## config.mk

```make
export PLATFORM = sky130hd
export DESIGN_NAME = nv12_rotation_address_generator
export DESIGN_NICKNAME = d
export VERILOG_FILES = /design/src/sv/nv12rot_pkg.sv /design/src/sv/nv12_rotation_address_generator.sv
export SDC_FILE = /design/constraint.sdc
export NUM_CORES = 2
export LEC_CHECK = 0
export ABC_AREA = 1
export CORE_ASPECT_RATIO = 1.4
export CORE_UTILIZATION = 30
export CTS_CLUSTER_DIAMETER = 30
export DETAILED_ROUTE_END_ITERATION = 7
export DONT_BUFFER_PORTS = 1
export GPL_ROUTABILITY_DRIVEN = 0
export PLACE_DENSITY = 0.45
export RECOVER_POWER = 50
export SLEW_MARGIN = 10
export SYNTH_ARGS = -nofsm -noshare
export SYNTH_HDL_FRONTEND = slang
export SYNTH_SLANG_ARGS = --single-unit
```

## constraint.sdc

```tcl
create_clock -name clk -period 22.7 [get_ports clk]
set_clock_uncertainty 0.1 [all_clocks]
set_input_delay 0 -clock clk [delete_from_list [all_inputs] [get_ports clk]]
set_output_delay 0 -clock clk [all_outputs]
set_load 0.01 [all_outputs]
```

## src/sv/nv12rot_pkg.sv

```systemverilog
`default_nettype none
// ----------------------------------------------------------------------------
// NV12 rotation address generator package
// Shared widths, limits, register indexes and rotation codes.
// ----------------------------------------------------------------------------
package nv12rot_pkg;

    // Field and register widths.
    localparam int DIM_W    = 13;
    localparam int STRIDE_W = 15;
    localparam int COORD_W  = 12;
    localparam int SOFF_W   = 25;
    localparam int DOFF_W   = 27;
    localparam int ADDR_W   = 4;
    localparam int DATA_W   = 32;

    // Saturation limits for the size registers.
    localparam logic [DIM_W-1:0]    MAX_DIM    = 13'd4096;
    localparam logic [STRIDE_W-1:0] MAX_STRIDE = 15'd16384;

    // Reset values of the configuration registers.
    localparam logic [DIM_W-1:0]    RST_SRC_WIDTH  = 13'd1920;
    localparam logic [DIM_W-1:0]    RST_SRC_HEIGHT = 13'd1080;
    localparam logic [STRIDE_W-1:0] RST_DST_STRIDE = 15'd1920;

    // Register indexes (word address).
    typedef enum logic [1:0] {
        REG_SRC_WIDTH  = 2'd0,
        REG_SRC_HEIGHT = 2'd1,
        REG_DST_STRIDE = 2'd2,
        REG_ROTATION   = 2'd3
    } reg_idx_t;

    // Counter-clockwise rotation codes.
    typedef enum logic [1:0] {
        ROT_0   = 2'd0,
        ROT_90  = 2'd1,
        ROT_180 = 2'd2,
        ROT_270 = 2'd3
    } rot_t;

endpackage
`default_nettype wire

```

## src/sv/nv12_rotation_address_generator.sv

```systemverilog
`default_nettype none
// A transaction accepted with start passes the input, multiply and result
// register stages before its result shows with done high.
// Throughput: one coordinate per clock; busy is low at all times after reset.
// The result stage is never stalled, since the receiver cannot hold results off.
// Reset: rst_n clears the pipeline valids and restores the register defaults;
// busy is held high by reset and is cleared by the clock once reset is released.
// ----------------------------------------------------------------------------
// NV12 rotation address generator
// Maps a destination luma pixel or chroma pair to its packed source byte offset
// and its strided destination byte offset, for rotation by 0, 90, 180 or 270.
// ----------------------------------------------------------------------------
module nv12_rotation_address_generator (
    input  wire logic                               clk,
    input  wire logic                               rst_n,
    // Configuration port
    input  wire logic                               psel,
    input  wire logic                               penable,
    input  wire logic                               pwrite,
    input  wire logic [nv12rot_pkg::ADDR_W-1:0]     paddr,
    input  wire logic [nv12rot_pkg::DATA_W-1:0]     pwdata,
    output logic      [nv12rot_pkg::DATA_W-1:0]     prdata,
    output logic                                    pready,
    // Command side
    input  wire logic                               start,
    output logic                                    busy,
    input  wire logic                               plane,
    input  wire logic [nv12rot_pkg::COORD_W-1:0]    dst_col,
    input  wire logic [nv12rot_pkg::COORD_W-1:0]    dst_row,
    // Result side
    output logic                                    done,
    output logic      [nv12rot_pkg::SOFF_W-1:0]     src_offset,
    output logic      [nv12rot_pkg::DOFF_W-1:0]     dst_offset,
    output logic                                    in_range
);
    import nv12rot_pkg::*;

    // Configuration registers.
    logic [DIM_W-1:0]    src_width_reg;
    logic [DIM_W-1:0]    src_height_reg;
    logic [STRIDE_W-1:0] dst_stride_reg;
    rot_t                rotation_reg;

    // Values derived from the configuration.
    logic [DIM_W-1:0]    sw_reg, sh_reg, ow_reg, oh_reg;
    logic [STRIDE_W-1:0] ds_reg;
    logic [SOFF_W-1:0]   base_s_reg;
    logic [DOFF_W-1:0]   base_d_reg;
    logic [DIM_W-1:0]    sw_next, sh_next;
    logic [STRIDE_W-1:0] ds_next;
    logic                swap_next;
    logic [2*DIM_W-1:0]  base_s_next;
    logic [STRIDE_W+DIM_W-1:0] base_d_next;

    // Input stage.
    logic                busy_reg;
    logic                v0_reg;
    logic                plane0_reg;
    logic [COORD_W-1:0]  col0_reg, row0_reg;
    logic                accept;

    // Multiply stage.
    logic                v1_reg, chroma1_reg, rng1_reg;
    logic [SOFF_W-1:0]   prod_s_reg;
    logic [DOFF_W-1:0]   prod_d_reg;
    logic [DIM_W-1:0]    sxe_reg, dce_reg;
    logic [DIM_W-1:0]    pw, ph, lw, lh, sx, sy;
    logic                rng_next;
    logic [SOFF_W-1:0]   prod_s_next;
    logic [DOFF_W-1:0]   prod_d_next;
    logic [DIM_W-1:0]    sxe_next, dce_next;

    // Result stage.
    logic                done_reg, in_range_reg;
    logic [SOFF_W-1:0]   src_offset_reg, src_offset_next;
    logic [DOFF_W-1:0]   dst_offset_reg, dst_offset_next;

    logic                cfg_wr;

    // APB write strobe; the port never inserts wait states.
    assign pready = 1'b1;
    assign cfg_wr = psel && penable && pwrite;

    always_ff @(posedge clk or negedge rst_n)
    begin
        if (!rst_n)
        begin
            src_width_reg  <= RST_SRC_WIDTH;
            src_height_reg <= RST_SRC_HEIGHT;
            dst_stride_reg <= RST_DST_STRIDE;
            rotation_reg   <= ROT_0;
        end
        else if (cfg_wr)
        begin
            case (reg_idx_t'(paddr[3:2]))
                REG_SRC_WIDTH:  src_width_reg  <= pwdata[DIM_W-1:0];
                REG_SRC_HEIGHT: src_height_reg <= pwdata[DIM_W-1:0];
                REG_DST_STRIDE: dst_stride_reg <= pwdata[STRIDE_W-1:0];
                REG_ROTATION:   rotation_reg   <= rot_t'(pwdata[1:0]);
                default:        ;
            endcase
        end
    end

    // Register read-back.
    always_comb
    begin
        case (reg_idx_t'(paddr[3:2]))
            REG_SRC_WIDTH:  prdata = {{(DATA_W-DIM_W){1'b0}}, src_width_reg};
            REG_SRC_HEIGHT: prdata = {{(DATA_W-DIM_W){1'b0}}, src_height_reg};
            REG_DST_STRIDE: prdata = {{(DATA_W-STRIDE_W){1'b0}}, dst_stride_reg};
            REG_ROTATION:   prdata = {{(DATA_W-2){1'b0}}, rotation_reg};
            default:        prdata = '0;
        endcase
    end

    // Saturated sizes, output sizes and chroma plane bases.
    always_comb
    begin
        sw_next     = (src_width_reg > MAX_DIM) ? MAX_DIM : src_width_reg;
        sh_next     = (src_height_reg > MAX_DIM) ? MAX_DIM : src_height_reg;
        ds_next     = (dst_stride_reg > MAX_STRIDE) ? MAX_STRIDE : dst_stride_reg;
        swap_next   = rotation_reg inside {ROT_90, ROT_270};
        base_s_next = {{DIM_W{1'b0}}, sw_next} * {{DIM_W{1'b0}}, sh_next};
        base_d_next = {{DIM_W{1'b0}}, ds_next}
                    * {{STRIDE_W{1'b0}}, (swap_next ? sw_next : sh_next)};
    end

    always_ff @(posedge clk)
    begin
        sw_reg     <= sw_next;
        sh_reg     <= sh_next;
        ds_reg     <= ds_next;
        ow_reg     <= swap_next ? sh_next : sw_next;
        oh_reg     <= swap_next ? sw_next : sh_next;
        base_s_reg <= base_s_next[SOFF_W-1:0];
        base_d_reg <= base_d_next[DOFF_W-1:0];
    end

    // Input stage: capture one coordinate per cycle while busy is low.
    assign accept = start && !busy_reg;
    assign busy   = busy_reg;

    always_ff @(posedge clk or negedge rst_n)
    begin
        if (!rst_n)
        begin
            busy_reg <= 1'b1;
            v0_reg   <= 1'b0;
        end
        else
        begin
            busy_reg <= 1'b0;
            v0_reg   <= accept;
        end
    end

    always_ff @(posedge clk)
    begin
        if (accept)
        begin
            plane0_reg <= plane;
            col0_reg   <= dst_col;
            row0_reg   <= dst_row;
        end
    end

    // Range check, source coordinate mapping and the row products.
    always_comb
    begin
        pw       = plane0_reg ? (sw_reg >> 1) : sw_reg;
        ph       = plane0_reg ? (sh_reg >> 1) : sh_reg;
        lw       = plane0_reg ? (ow_reg >> 1) : ow_reg;
        lh       = plane0_reg ? (oh_reg >> 1) : oh_reg;
        rng_next = ({1'b0, col0_reg} < lw) && ({1'b0, row0_reg} < lh);
        case (rotation_reg)
            ROT_90:
            begin
                sx = pw - {{(DIM_W-1){1'b0}}, 1'b1} - {1'b0, row0_reg};
                sy = {1'b0, col0_reg};
            end
            ROT_180:
            begin
                sx = pw - {{(DIM_W-1){1'b0}}, 1'b1} - {1'b0, col0_reg};
                sy = ph - {{(DIM_W-1){1'b0}}, 1'b1} - {1'b0, row0_reg};
            end
            ROT_270:
            begin
                sx = {1'b0, row0_reg};
                sy = ph - {{(DIM_W-1){1'b0}}, 1'b1} - {1'b0, col0_reg};
            end
            default:
            begin
                sx = {1'b0, col0_reg};
                sy = {1'b0, row0_reg};
            end
        endcase
        // In range, both source coordinates fit in COORD_W bits.
        prod_s_next = {{DIM_W{1'b0}}, sy[COORD_W-1:0]} * {{COORD_W{1'b0}}, sw_reg};
        prod_d_next = {{STRIDE_W{1'b0}}, row0_reg} * {{COORD_W{1'b0}}, ds_reg};
        sxe_next    = plane0_reg ? {sx[COORD_W-1:0], 1'b0} : {1'b0, sx[COORD_W-1:0]};
        dce_next    = plane0_reg ? {col0_reg, 1'b0} : {1'b0, col0_reg};
    end

    always_ff @(posedge clk or negedge rst_n)
    begin
        if (!rst_n)
            v1_reg <= 1'b0;
        else
            v1_reg <= v0_reg;
    end

    always_ff @(posedge clk)
    begin
        chroma1_reg <= plane0_reg;
        rng1_reg    <= rng_next;
        prod_s_reg  <= prod_s_next;
        prod_d_reg  <= prod_d_next;
        sxe_reg     <= sxe_next;
        dce_reg     <= dce_next;
    end

    // Final sums with the chroma plane base; out-of-range gives zero offsets.
    always_comb
    begin
        src_offset_next = prod_s_reg + {{(SOFF_W-DIM_W){1'b0}}, sxe_reg}
                        + (chroma1_reg ? base_s_reg : '0);
        dst_offset_next = prod_d_reg + {{(DOFF_W-DIM_W){1'b0}}, dce_reg}
                        + (chroma1_reg ? base_d_reg : '0);
        if (!rng1_reg)
        begin
            src_offset_next = '0;
            dst_offset_next = '0;
        end
    end

    always_ff @(posedge clk or negedge rst_n)
    begin
        if (!rst_n)
            done_reg <= 1'b0;
        else
            done_reg <= v1_reg;
    end

    always_ff @(posedge clk)
    begin
        if (v1_reg)
        begin
            src_offset_reg <= src_offset_next;
            dst_offset_reg <= dst_offset_next;
            in_range_reg   <= rng1_reg;
        end
    end

    assign done       = done_reg;
    assign src_offset = src_offset_reg;
    assign dst_offset = dst_offset_reg;
    assign in_range   = in_range_reg;

    // Every accepted transaction raises done once it has passed the input,
    // multiply and result register stages.
    a_result_follows: assert property (@(posedge clk) disable iff (!rst_n)
        (start && !busy) |-> ##3 done)
        else $error("accepted transaction produced no result");

    a_no_spurious_result: assert property (@(posedge clk) disable iff (!rst_n)
        done |-> $past(v1_reg, 1) && $past(start && !busy, 3))
        else $error("result without an accepted transaction");

    a_zero_when_out: assert property (@(posedge clk) disable iff (!rst_n)
        (done && !in_range) |-> (src_offset == '0) && (dst_offset == '0))
        else $error("out-of-range result carries nonzero offsets");

    a_never_busy: assert property (@(posedge clk) disable iff (!rst_n)
        $past(rst_n) |-> !busy)
        else $error("busy raised outside reset");

endmodule
`default_nettype wire
```

==> impl_metrics.yaml <==
finish:
  drive_gt1_share_pct: 4.62
  n_fill_cell: 13900
  final_nets: 5949
  area_delta_synth_final_pct: 12.8
  layout_common_cells: "nand2_1, inv_1, fa_1"
  final_common_cell: "nand2_1"
synthesis:
  yosysWarnings: 0
  yosysUniqueCellTypes: 53
  synth-edff-count: 78
  syn_area_per_cell_um2: 7.96
  ys_seq_area_share_pct: 19.1
  synthArstFlopShare_pct: 14.5
  netlist_instances: 4939
  syn-cell-area_um2: 39300
  synth_ff_type: "dfxtp_1"
  ys_seq_elements: 324
setup_path:
  rr_startpoint: "plane0_reg$_DFFE_PP_"
  start_kind: "register"
  critPathBufInv: 8
  cp.required_ps: 23120
  path_max_fanout: 62
  critPathMaxStageDelay_ps: 1960
  crit_path_frequent_cell: "nand2_1"
  worst_path_max_delay_cell: "clkbuf_1"
  crit_type: "register to register"
  regToRegSetupSlack_ps: 12050
  setup.worst_path.end_class: "register"
  arrival_ps: 11070
  r2r_cells: 38
  cp_top_family: "buffers and inverters"
  worstReg2RegEnd: "prod_s_reg[20]$_DFF_P_"
routing:
  final_antenna_net_count: 0
  drc_errors: 0
  routed_wl_um: 125000
  avgViaCountPerCell: 4.72
  drt_iter0_markers: 2110
  first_pass_iters: 6
  wl_per_cell_um: 18.5
  dr_total_vias: 31900
timing:
  worst_pin_slew_ps: 2970
  slew_viol_final: 260
  hold_slack_ps: 18.9
  post-route-min-period_ps: 10650
  grt_setup_unrepaired: "false"
  max_clock_freq_mhz: 93.9
  fin_crit_sh_pct: 46.9
  slew_headroom_pct: -98.3
  finalSetupViolCount: 0
  tns_ps: 0
  hold_violations: 0
clock_tree:
  cts_resized: 0
  clock_path_buffers: 3
  numCtsBuffers: 73
  clock_latency_ps: 650
  clockRootBuffer: "clkbuf_16"
  clk_pin_slew_worst_paths_ps: 40
  cts.sinks: 324
  cts_tree: "yes"
  cts-htree-levels: 3
worst_hold_path:
  hold_end: "src_height_reg[7]$_DFFE_PN0P_"
  hold_start: "pwdata[7]"
  hold_class: "input port to register"
  min_path_cells: 3
global_routing:
  grt_pass1_wl_um: 195000
  grt_start_max_net_pins: 63
  antenna_found_initial: 5
  grt-busiest-layer: "met2"
  grt_pass1_vias: 33800
  grt_use_total_pct: 19.3
  use_met3_pct: 2.42
  met1_usage_pct: 24.2
  grt.met2_usage_pct: 33.4
  grt_overflow: 0
pwr:
  powerDensity_nw_per_um2: 113
  ir_drop_uv: 68.4
  p_leak_nw: 22.0
flow_run:
  drv_cap: 6
outcome:
  status: "complete, but fails checks"
  violations: "max-capacitance violations, max-slew violations"
placed_design:
  post-dp-hpwl_um: 102000
  port_buffers: 0
floorplanning:
  dieArea_um2: 133000
  io_pins: 155
  row_count: 156
  core_area_um2: 130000
  initial_utilization_pct: 30.3
  die_h_um: 430
  die_w_um: 308
## how the worst max path moves through the flow
stage,start,endpoint,cells past startpoint,slack (ps)
floorplan,rotation_reg[0]$_DFFE_PN0P_,prod_s_reg[20]$_DFF_P_,37,15510
global route,plane0_reg$_DFFE_PP_,prod_s_reg[20]$_DFF_P_,39,11220
finish,plane0_reg$_DFFE_PP_,prod_s_reg[20]$_DFF_P_,38,12050
detailed placement,plane0_reg$_DFFE_PP_,prod_s_reg[20]$_DFF_P_,38,14360
global placement,plane0_reg$_DFFE_PP_,prod_s_reg[20]$_DFF_P_,38,14420
CTS,plane0_reg$_DFFE_PP_,prod_s_reg[20]$_DFF_P_,38,14360
## metrics by stage
stage                     power [mW]  std cells  instance area [µm²]  setup slack, ps  utilization, %
final                           5.01       6761                44400            12050            34.2
after global routing            5.55       6761                44400            11220            34.2
after CTS                       5.08       6760                44400            14360            34.3
after detailed placement        3.89       6545                41000            14360            31.6
after global placement          3.89       6545                41000            14420            31.6
after floorplan                 3.05       4956                39400            15510               -
## repair_timing
item	CTS	global route
hold buffers	80	0
hold endpoints to repair	141	0
setup buffers	0	0
## where the power goes
group	switching [mW]	leakage (nW)	internal, mW
clock	0.371	1.26	0.748
sequential	0.134	2.97	0.783
combinational	1.93	17.8	1.04
total	2.44	22.0	2.57
## area by class of cell
cell class	count	area, µm²	share of cell area (%)
Antenna cell	1	2.50	0.00564
Clock buffer	91	2050	4.61
Clock inverter	44	574	1.29
Inverter	973	3650	8.24
Multi-Input combinational cell	3481	27400	61.8
Sequential cell	324	7520	17.0
Tap cell	1738	2170	4.90
Timing Repair Buffer	109	987	2.23
## cells by family after synthesis
kind of cell,count (synthesis),synth area share [%]
muxes,5,0.127
buffers and inverters,1151,11.4
and+or+nand+nor,1746,18.1
xor gates and xnor gates,111,2.47
AOI/OAI and AO/OA,680,9.42
other,2,0.0191
adders and majority gates,920,39.4
DFF,324,19.1
## metal layers
metal	wire, µm	vias up
met4	4730	0
met1	54300	15600
met2	60700	799
met5	0	-
li1	-	15300
met3	5320	213
## Yosys cell counts, types with 18 or more instances
cell,n,area [µm²]
o21ai_0,257,1290
xor2_1,68,596
edfxtp_1,78,2340
xnor2_1,43,377
ha_1,388,4850
nand2_1,1145,4300
dfxtp_1,199,3980
nor2_2,18,113
dfrtp_1,34,851
o21bai_1,22,165
fa_1,532,10700
a21o_1,20,150
o211ai_1,22,165
buf_4,22,165
nand3_1,151,756
buf_2,34,170
nand4_1,30,188
inv_1,956,3590
nor2_1,317,1190
clkbuf_1,105,394
nor3_1,30,150
a21oi_1,296,1480
## worst min-delay path: cells and delay by family
kind,cells,cell delay (ps)
AOI/OAI and AO/OA,1,80
buffers and inverters,2,630
Note: power is estimated with default switching activity, not from simulation.
